[src/rtl/core/sbox_pkg.sv]
// sbox_pkg: shared types, constants and gf(2^8) helper functions for the aes s-box pipeline
// no dependencies; imported by aes_sbox_byte_substitution

package sbox_pkg;

    localparam logic [7:0] ReduceLow  = 8'h1b;  // low byte of the field polynomial 0x11b
    localparam logic [7:0] AffineC    = 8'h63;  // forward affine constant
    localparam logic [7:0] InvAffineC = 8'h05;  // inverse affine constant

    // payload of each pipeline stage
    typedef struct packed {
        logic       dir;
        logic [7:0] x;
        logic [7:0] x2;
    } s0_t;

    typedef struct packed {
        logic       dir;
        logic [7:0] x2;
        logic [7:0] x3;
    } s1_t;

    typedef struct packed {
        logic       dir;
        logic [7:0] x2;
        logic [7:0] x12;
        logic [7:0] x15;
    } s2_t;

    typedef struct packed {
        logic       dir;
        logic [7:0] x2;
        logic [7:0] x252;
    } s3_t;

    typedef struct packed {
        logic [7:0] out_byte;
    } s4_t;

    function automatic logic [7:0] rotl8(input logic [7:0] v, input int unsigned k);
        return (v << k) | (v >> (8 - k));
    endfunction

    // shift-and-add multiply with reduction by 0x11b
    function automatic logic [7:0] gf_mul(input logic [7:0] a, input logic [7:0] b);
        logic [7:0] acc;
        logic [7:0] aa;
        acc = '0;
        aa  = a;
        for (int i = 0; i < 8; i++)
        begin
            if (b[i])
            begin
                acc = acc ^ aa;
            end
            aa = {aa[6:0], 1'b0} ^ (aa[7] ? ReduceLow : 8'h00);
        end
        return acc;
    endfunction

    function automatic logic [7:0] gf_sq(input logic [7:0] a);
        return gf_mul(a, a);
    endfunction

    function automatic logic [7:0] affine_fwd(input logic [7:0] b);
        return b ^ rotl8(b, 1) ^ rotl8(b, 2) ^ rotl8(b, 3) ^ rotl8(b, 4) ^ AffineC;
    endfunction

    function automatic logic [7:0] affine_inv(input logic [7:0] s);
        return rotl8(s, 1) ^ rotl8(s, 3) ^ rotl8(s, 6) ^ InvAffineC;
    endfunction

endpackage

[src/rtl/core/sbox_if.sv]
// sbox_in_if / sbox_out_if: valid-ready byte channels of the s-box core
// no dependencies

interface sbox_in_if;
    logic       valid;
    logic       ready;
    logic [7:0] in_byte;

    modport source (output valid, output in_byte, input ready);
    modport sink (input valid, input in_byte, output ready);
endinterface

interface sbox_out_if;
    logic       valid;
    logic       ready;
    logic [7:0] out_byte;

    modport source (output valid, output out_byte, input ready);
    modport sink (input valid, input out_byte, output ready);
endinterface

[src/rtl/core/aes_sbox_byte_substitution.sv]
// aes_sbox_byte_substitution: pipelined forward / inverse aes s-box
// depends on sbox_pkg, sbox_if (channel interfaces) and sbox_stage

// The block substitutes one byte per beat with the AES S-box, or with the
// inverse S-box when the direction register is set (cfg_we writes cfg_wdata
// into it; write it only while no beat is in flight). The field inverse is
// computed as x^254 with the addition chain x^2, x^3, x^12, x^15, x^240,
// x^252, x^254: at most one GF(2^8) multiply per register stage, with the
// squarings folded in beside it. A new byte is accepted in every cycle while
// the output side is ready or some stage is empty; each result passes the
// stage 0 to 4 registers in order and leaves when the output side is ready.
// Every stage holds a valid bit and accepts a new beat whenever it is empty
// or its beat moves on, so back-pressure on the output fills bubbles first
// and never drops or repeats a beat. Up to five beats are in flight.

module aes_sbox_byte_substitution
    import sbox_pkg::*;
(
    input  logic              clk,
    input  logic              rst_n,
    input  logic              cfg_we,
    input  logic              cfg_wdata,
    sbox_in_if.sink           in_ch,
    sbox_out_if.source        out_ch
);

    logic dir_reg;

    // direction register
    always_ff @(posedge clk or negedge rst_n)
    begin
        if (!rst_n)
        begin
            dir_reg <= 1'b0;
        end
        else if (cfg_we)
        begin
            dir_reg <= cfg_wdata;
        end
    end

    // stage payloads: *_d enters a stage, *_q leaves it
    s0_t s0_d, s0_q;
    s1_t s1_d, s1_q;
    s2_t s2_d, s2_q;
    s3_t s3_d, s3_q;
    s4_t s4_d, s4_q;

    logic s0_valid, s1_valid, s2_valid, s3_valid, s4_valid;
    logic s1_ready, s2_ready, s3_ready, s4_ready;

    logic [7:0] x_in;
    logic [7:0] x240;
    logic [7:0] x254;

    // stage 0: inverse affine first when running the inverse s-box, then square
    always_comb
    begin
        x_in       = dir_reg ? affine_inv(in_ch.in_byte) : in_ch.in_byte;
        s0_d.dir   = dir_reg;
        s0_d.x     = x_in;
        s0_d.x2    = gf_sq(x_in);
    end

    sbox_stage #(.W($bits(s0_t))) u_s0 (
        .clk      (clk),
        .rst_n    (rst_n),
        .up_valid (in_ch.valid),
        .up_ready (in_ch.ready),
        .up_data  (s0_d),
        .dn_valid (s0_valid),
        .dn_ready (s1_ready),
        .dn_data  (s0_q)
    );

    // stage 1: x^3
    always_comb
    begin
        s1_d.dir = s0_q.dir;
        s1_d.x2  = s0_q.x2;
        s1_d.x3  = gf_mul(s0_q.x2, s0_q.x);
    end

    sbox_stage #(.W($bits(s1_t))) u_s1 (
        .clk      (clk),
        .rst_n    (rst_n),
        .up_valid (s0_valid),
        .up_ready (s1_ready),
        .up_data  (s1_d),
        .dn_valid (s1_valid),
        .dn_ready (s2_ready),
        .dn_data  (s1_q)
    );

    // stage 2: x^12 by two squarings, then x^15
    always_comb
    begin
        s2_d.dir = s1_q.dir;
        s2_d.x2  = s1_q.x2;
        s2_d.x12 = gf_sq(gf_sq(s1_q.x3));
        s2_d.x15 = gf_mul(s2_d.x12, s1_q.x3);
    end

    sbox_stage #(.W($bits(s2_t))) u_s2 (
        .clk      (clk),
        .rst_n    (rst_n),
        .up_valid (s1_valid),
        .up_ready (s2_ready),
        .up_data  (s2_d),
        .dn_valid (s2_valid),
        .dn_ready (s3_ready),
        .dn_data  (s2_q)
    );

    // stage 3: x^240 by four squarings (linear), then x^252
    always_comb
    begin
        x240      = gf_sq(gf_sq(gf_sq(gf_sq(s2_q.x15))));
        s3_d.dir  = s2_q.dir;
        s3_d.x2   = s2_q.x2;
        s3_d.x252 = gf_mul(x240, s2_q.x12);
    end

    sbox_stage #(.W($bits(s3_t))) u_s3 (
        .clk      (clk),
        .rst_n    (rst_n),
        .up_valid (s2_valid),
        .up_ready (s3_ready),
        .up_data  (s3_d),
        .dn_valid (s3_valid),
        .dn_ready (s4_ready),
        .dn_data  (s3_q)
    );

    // stage 4: x^254 is the field inverse (zero stays zero), forward affine last in forward mode
    always_comb
    begin
        x254          = gf_mul(s3_q.x252, s3_q.x2);
        s4_d.out_byte = s3_q.dir ? x254 : affine_fwd(x254);
    end

    sbox_stage #(.W($bits(s4_t))) u_s4 (
        .clk      (clk),
        .rst_n    (rst_n),
        .up_valid (s3_valid),
        .up_ready (s4_ready),
        .up_data  (s4_d),
        .dn_valid (s4_valid),
        .dn_ready (out_ch.ready),
        .dn_data  (s4_q)
    );

    assign out_ch.valid    = s4_valid;
    assign out_ch.out_byte = s4_q.out_byte;

    // a ready output side lets every stage move, so the input is never held off
    a_ready_chain: assert property (@(posedge clk) disable iff (!rst_n)
        out_ch.ready |-> in_ch.ready)
        else $error("input stalled while output side is ready");

    // powers of a nonzero field element are nonzero, of zero are zero
    a_x3_zero: assert property (@(posedge clk) disable iff (!rst_n)
        s1_valid |-> ((s1_q.x3 == 8'h00) == (s1_q.x2 == 8'h00)))
        else $error("x^3 zero pattern disagrees with x^2");

    a_x252_zero: assert property (@(posedge clk) disable iff (!rst_n)
        s3_valid |-> ((s3_q.x252 == 8'h00) == (s3_q.x2 == 8'h00)))
        else $error("x^252 zero pattern disagrees with x^2");

endmodule

[src/rtl/core/sbox_stage.sv]
// sbox_stage: one valid-ready pipeline register of the s-box core
// no dependencies; instantiated by aes_sbox_byte_substitution

module sbox_stage #(
    parameter int W = 8
) (
    input  logic         clk,
    input  logic         rst_n,
    input  logic         up_valid,
    output logic         up_ready,
    input  logic [W-1:0] up_data,
    output logic         dn_valid,
    input  logic         dn_ready,
    output logic [W-1:0] dn_data
);

    logic         valid_reg;
    logic [W-1:0] data_reg;

    // take a new beat when empty or when the current one leaves
    assign up_ready = !valid_reg || dn_ready;
    assign dn_valid = valid_reg;
    assign dn_data  = data_reg;

    always_ff @(posedge clk or negedge rst_n)
    begin
        if (!rst_n)
        begin
            valid_reg <= 1'b0;
        end
        else if (up_ready)
        begin
            valid_reg <= up_valid;
        end
    end

    always_ff @(posedge clk)
    begin
        if (up_valid && up_ready)
        begin
            data_reg <= up_data;
        end
    end

endmodule
[src/flat_wrapper.sv]
// flat-port wrapper written by rule: the top's interface ports become plain ports
module aes_sbox_byte_substitution_flat import sbox_pkg::*;
  (clk, rst_n, cfg_we, cfg_wdata, in_ch_valid, in_ch_in_byte, in_ch_ready, out_ch_valid, out_ch_out_byte, out_ch_ready);
  sbox_in_if in_ch_i ();
  sbox_out_if out_ch_i ();
  input  logic clk;
  input  logic rst_n;
  input  logic cfg_we;
  input  logic cfg_wdata;
  input wire logic [$bits(in_ch_i.valid)-1:0] in_ch_valid;
  input wire logic [$bits(in_ch_i.in_byte)-1:0] in_ch_in_byte;
  output wire logic [$bits(in_ch_i.ready)-1:0] in_ch_ready;
  output wire logic [$bits(out_ch_i.valid)-1:0] out_ch_valid;
  output wire logic [$bits(out_ch_i.out_byte)-1:0] out_ch_out_byte;
  input wire logic [$bits(out_ch_i.ready)-1:0] out_ch_ready;
  assign in_ch_i.valid = in_ch_valid;
  assign in_ch_i.in_byte = in_ch_in_byte;
  assign in_ch_ready = in_ch_i.ready;
  assign out_ch_valid = out_ch_i.valid;
  assign out_ch_out_byte = out_ch_i.out_byte;
  assign out_ch_i.ready = out_ch_ready;
  aes_sbox_byte_substitution u_core (.clk(clk), .rst_n(rst_n), .cfg_we(cfg_we), .cfg_wdata(cfg_wdata), .in_ch(in_ch_i), .out_ch(out_ch_i));
endmodule
[config.mk]
export PLATFORM = sky130hd
export DESIGN_NAME = aes_sbox_byte_substitution_flat
export DESIGN_NICKNAME = d
export VERILOG_FILES = /design/src/rtl/core/sbox_pkg.sv /design/src/rtl/core/sbox_if.sv /design/src/rtl/core/aes_sbox_byte_substitution.sv /design/src/rtl/core/sbox_stage.sv /design/src/flat_wrapper.sv
export SDC_FILE = /design/constraint.sdc
export NUM_CORES = 1
export LEC_CHECK = 0
export ABC_CLOCK_PERIOD_IN_PS = 8950
export BUFFER_PORTS_ARGS = -buffer_cell sky130_fd_sc_hd__buf_2
export CAP_MARGIN = 10
export CORE_MARGIN = 2
export CORE_UTILIZATION = 46
export DETAILED_ROUTE_END_ITERATION = 16
export PLACE_DENSITY = 0.61
export SYNTH_ARGS = -nofsm -noshare
export SYNTH_HDL_FRONTEND = slang
export SYNTH_SLANG_ARGS = --single-unit
[constraint.sdc]
create_clock -name clk -period 8.95 [get_ports clk]
set_clock_uncertainty 0.15 [all_clocks]
set_input_delay 0.4475 -clock clk [delete_from_list [all_inputs] [get_ports clk]]
set_output_delay 0.4475 -clock clk [all_outputs]
set_load 0.1 [all_outputs]
==> Word-level counts from Yosys, hierarchy flattened <==
Cells that the tools add are included.
{ "totals": {"reg_bits": 90, "in_bits": 14, "output_inout_bits": 10, "elab_cells": 362} }
{ "classes": {"n_mux": 167, "bitwise_logic": 169, "reduce_logical": 15} }
{ "op_table": {"columns": ["operator", "count"], "rows": [
  ["8-bit bitwise XOR", 160],
  ["8-bit 2-to-1 mux", 90],
  ["5-bit 2-to-1 mux", 77],
  ["8-bit by 1-bit bitwise OR with 8-bit output", 2],
  ["8-bit by 3-bit bitwise OR with 8-bit output", 2],
  ["8-bit by 2-bit bitwise OR with 8-bit output", 1],
  ["8-bit by 4-bit bitwise OR with 8-bit output", 1],
  ["8-bit by 6-bit bitwise OR with 8-bit output", 1],
  ["1-bit logical AND", 5],
  ["1-bit logical NOT", 5],
  ["1-bit logical OR", 5],
  ["4-bit NOT", 1],
  ["2-bit NOT", 1]
]} }

==> Longest topological paths before layout <==
{ "depth": {"ltp_word": 80, "mapped_depth": 39, "mapped_depth_nobuf": 30} }

==> Modules after synthesis <==
From an unflattened synthesis, not the netlist that was laid out.
{ "unflattened": {"cells_unflattened": 1533, "area_unflattened_um2": 12595.8} }
{ "by_module_without_submodules": {"columns": ["mod", "n_inst", "cells_each", "area_each_um2", "seq_area_each_um2"], "rows": [
  ["aes_sbox_byte_substitution", 1, 1429, 9804.4, 25.0],
  ["sbox_stage at u_core.u_s0 ...", 3, 21, 564.3, 535.5],
  ["sbox_stage at u_core.u_s2", 1, 29, 804.5, 775.7],
  ["sbox_stage at u_core.u_s4", 1, 12, 294.0, 265.3]
]} }

==> Worst setup path after synthesis <==
No wires, ideal clock.
{ "synth_path": {"path_kind": "reg2reg", "start": "register u_core.u_s2.data_reg[0] (netlist: u_core.u_s2.dn_data[0])", "end": "register u_core.u_s3.data_reg[2] (netlist: u_core.u_s3.dn_data[2]) (data pin)", "setup_ps": 268, "arrival_time_ps": 8225, "required_time_ps": 8532, "path_slack_ps": 307, "stages_incl_launch_ff": 34, "n_path_buf": 6, "period_less_slack_ps": 8643, "path_cell_list": "edfxtp_1 > ha_1 > buf_4 > xor2_1 > nand2_1 > xnor2_1 > xor3_1 > inv_2 > clkbuf_1 > ha_1 > clkbuf_1 > and2_1 > xnor2_1 > xnor2_2 > inv_2 > buf_2 > buf_2 > ha_1 > clkbuf_1 > xnor2_1 > xnor3_1 > a32o_1 > a2111oi_0 > nand4bb_1 > xor2_1 > nor3_1 > and3_1 > a2111oi_4 > xnor3_1 > xnor2_4 > xor2_1 > nor3b_1 > a21oi_2 > xnor3_1"} }
{ "synth_rtl": {"columns": ["element", "line_no", "source"], "rows": [
  ["start: declaration", "sbox_stage.sv:18", "logic [W-1:0] data_reg;"],
  ["start signal: assignment", "sbox_stage.sv:41", "data_reg <= up_data;"],
  ["end signal: assignment", "sbox_stage.sv:41", null],
  ["end: declaration", "sbox_stage.sv:18", null]
]} }

==> impl_metrics.toml <==
[status]
outcome = "finished, final reports clean"

[timing]
minimum_clock_period_ns = 8.35
finalHoldViolations = 0
fin_tns_setup_ns = 0
worst_slew_margin_rel_pct = 23.7
rsz0062_at_grt = "false"
timing_worst_slew_pin_value_ns = 1.14
min_period_over_period_pct = 93.3
setup-violations-final = 0
slew_viol_final = 0
max_clk_rate_ghz = 0.120

[clocking]
max-clock-path-buffers = 2
insertion_delay_ns = 0.35
clock-sinks = 90
cts_buffers = 9
clk_pin_slew_worst_paths_ns = 0.07
cts_tree = "done"
cts_root_buffer = "sky130_fd_sc_hd__clkbuf_16"
ctsHtreeMaxLevel = 3

[yosys]
ys_types = 85
ys_top_cells_by_area = "sky130_fd_sc_hd__xnor2_1 (25%), sky130_fd_sc_hd__edfxtp_1 (19%), sky130_fd_sc_hd__xor2_1 (8.8%), sky130_fd_sc_hd__nand2_1 (7.9%), sky130_fd_sc_hd__nor2_1 (3.3%)"
synth.ff_latch_count = 90
synthArstFlopShare_pct = 6.67
synthesis.area_mm2 = 0.0130
synth.yosys.seq_area_share_pct = 20.6
yosys_synthesis_warning_count = 0
post_synthesis_cell_count = 1599
synthesis.nets = 1620
avgSynthCellArea_um2 = 8.11
synth-edff-count = 84
synth_top_cell_area_share_pct = 24.6
synth_flop_cell = "sky130_fd_sc_hd__edfxtp_1"
synth.largest_area_cell = "sky130_fd_sc_hd__xnor2_1"

[critical_path]
critical_path.reg2reg.endpoint = "u_core.u_s3.dn_data[4]"
reg2reg_from = "u_core.u_s2.dn_data[0]"
startpoint = "u_core.u_s2.dn_data[0]"
crit_path_capture = "u_core.u_s3.dn_data[4]"
cp_launch_type = "register"
reg2regPathDepth = 25
cp-end-kind = "register"
setup.reg_to_reg.worst_slack_ns = 0.60
critical_path_arrival_ns = 8.29
critPathKind = "register to register"
cp_data_required_time_ns = 8.90
critical_path.max_fanout = 16

[global_route]
grt_max_degree = 38
grt_overflow = 0
globalRouteTotalUtil_pct = 19.2
first_global_vias = 9582
grt_antenna_before_repair = 0
grt_first_pass_wirelength_mm = 47.3

[layout]
fill_cells = 2700
p_r_area_growth_vs_syn_pct = 5.74
drive_above_1_share_pct = 7.96
diodes = 0
largest_register_ffs = 25
final_stage_net_count = 1586

[floorplanning]
die_height_um = 172
design.core.area_mm2 = 0.0278
initial_core_util_pct = 46.7
die_w_um = 172
fp.dieArea_mm2 = 0.0296
top_level_ports = 24
placementRows = 61

[worst_hold_path]
min_path_type = "input port to register"
hold_path.startpoint = "in_ch_valid"

[routing]
post_drt_via_cell_ratio = 5.35
route.antenna.remaining_nets = 0
drt-initial-drc-count = 650
remaining_drc_errors = 0
route.vias.total = 10400
route.final.wire_length_mm = 28.1
drt_first_pass_iters = 5
wire_per_inst_um = 14.4

[placement]
port_buffers = 23
gp_routability_congestion = 0.883
half_perimeter_wire_length_after_placement_mm = 20.5

[flow_run]
max_cap_violations = 0
-- stage by stage --
step / util, % / hold slack [ns] / cell area, um2 / std cells / setup slack (ns)
2_1_floorplan: - / 0.00191 / 13000 / 1599 / 0.307
3_3_place_gp: 48.1 / 0.127 / 13400 / 1929 / 0.548
3_5_place_dp: 48.1 / 0.138 / 13400 / 1929 / 0.273
4_1_cts: 49.2 / 0.162 / 13700 / 1946 / 0.253
5_1_grt: 49.4 / 0.169 / 13700 / 1948 / 0.0300
6_report: 49.4 / 0.161 / 13700 / 1948 / 0.601
-- repair_timing --
item | CTS | global route
resized for setup | 0 | 3
setup endpoints to repair | 0 | 7
setup buffers | 0 | 2
endpoints found under the hold margin | 6 | 0
hold buffers | 1 | 0
-- cells in the mapped netlist, types with 8 or more instances --
cell and count:
sky130_fd_sc_hd__xnor2_1 364, sky130_fd_sc_hd__nand2_1 274, sky130_fd_sc_hd__xor2_1 130, sky130_fd_sc_hd__nor2_1 115, sky130_fd_sc_hd__edfxtp_1 84, sky130_fd_sc_hd__clkbuf_1 79
sky130_fd_sc_hd__a21oi_1 76, sky130_fd_sc_hd__o21ai_0 52, sky130_fd_sc_hd__mux2i_1 35, sky130_fd_sc_hd__inv_1 25, sky130_fd_sc_hd__nand2b_1 24, sky130_fd_sc_hd__nand3_1 24
sky130_fd_sc_hd__xnor3_1 19, sky130_fd_sc_hd__a22oi_1 17, sky130_fd_sc_hd__nor3_1 17, sky130_fd_sc_hd__o22ai_1 14, sky130_fd_sc_hd__nor2b_1 13, sky130_fd_sc_hd__buf_2 12
sky130_fd_sc_hd__xnor2_2 12, sky130_fd_sc_hd__and2_1 11, sky130_fd_sc_hd__buf_4 11, sky130_fd_sc_hd__and3_1 8, sky130_fd_sc_hd__o211ai_1 8
-- critical path, cell delays in order (launching register included) --
cell and delay, ns:
sky130_fd_sc_hd__edfxtp_1 0.50, sky130_fd_sc_hd__ha_1 0.47, sky130_fd_sc_hd__xor2_1 0.22, sky130_fd_sc_hd__a221oi_2 0.44, sky130_fd_sc_hd__xor2_2 0.19, sky130_fd_sc_hd__inv_1 0.07, sky130_fd_sc_hd__ha_1 0.42, sky130_fd_sc_hd__and2_1 0.21
sky130_fd_sc_hd__o31ai_1 0.25, sky130_fd_sc_hd__xnor2_1 0.25, sky130_fd_sc_hd__ha_1 0.38, sky130_fd_sc_hd__xnor2_2 0.28, sky130_fd_sc_hd__xnor3_1 0.34, sky130_fd_sc_hd__a32o_1 0.28, sky130_fd_sc_hd__a2111oi_0 0.44, sky130_fd_sc_hd__nand4bb_1 0.29
sky130_fd_sc_hd__xor2_1 0.29, sky130_fd_sc_hd__buf_4 0.27, sky130_fd_sc_hd__nand2b_1 0.17, sky130_fd_sc_hd__xnor2_1 0.07, sky130_fd_sc_hd__a221oi_1 0.60, sky130_fd_sc_hd__xnor3_1 0.70, sky130_fd_sc_hd__xor2_1 0.21, sky130_fd_sc_hd__nand2_1 0.08
sky130_fd_sc_hd__xnor2_1 0.21, sky130_fd_sc_hd__xnor3_1 0.33
-- layer usage --
layer / global-route usage, % / part of all wire (%)
met4: 3.43 / 0.78
met2: 32.2 / 47
met3: 2.15 / 2.9
met1: 27.1 / 49
met5: 0 / 0
-- cell families (layout without fill, tap and decap cells) --
| logic type | Yosys count | in the layout | synth area share (%) |
|---|---|---|---|
| and+or+nand+nor | 526 | 526 | 17.9 |
| muxes | 39 | 39 | 3.05 |
| DFF | 90 | 90 | 20.6 |
| AOI/OAI and AO/OA | 261 | 261 | 13.6 |
| adders and majority gates | 7 | 7 | 0.675 |
| buffers and inverters | 143 | 114 | 4.69 |
| xor gates and xnor gates | 533 | 533 | 39.5 |
-- layout by cell type (no fill, tap or decap), drive strengths merged, types with 9 or more instances in the layout --
cell type and count:
nand2 274, a21oi 78, nor2b 13, a221oi 9
nand2b 24, nor3 18, xnor2 377, mux2i 35
inv 31, o22ai 14, o21ai 54, xnor3 21
clkbuf 9, xor2 134, edfxtp 84, buf 65
nand3 24, nor2 115, a211oi 9, a22oi 17
and2 11
-- how the worst min path moves through the flow --
stage | to | slack [ns] | cells after the start
floorplan | u_core.dir_reg | 0.002 | 0
global placement | u_core.u_s2.dn_valid | 0.13 | 1
detailed placement | u_core.u_s2.dn_valid | 0.14 | 1
CTS | u_core.u_s0.dn_valid | 0.16 | 2
global route | u_core.u_s0.dn_valid | 0.17 | 2
finish | u_core.u_s0.dn_valid | 0.16 | 2
-- final cells by class --
| type | count | area, um2 | share of cell area (%) |
|---|---|---|---|
| Timing Repair Buffer | 66 | 440 | 3.21 |
| Clock buffer | 9 | 225 | 1.64 |
| Clock inverter | 7 | 73.8 | 0.538 |
| Inverter | 32 | 120 | 0.876 |
| Sequential cell | 90 | 2670 | 19.5 |
| Tap cell | 378 | 473 | 3.45 |
| Multi-Input combinational cell | 1366 | 9710 | 70.8 |
Power is left out: the tool's default activity adds up to more than one toggle a clock period on the data nets, which glitch-free logic cannot reach.
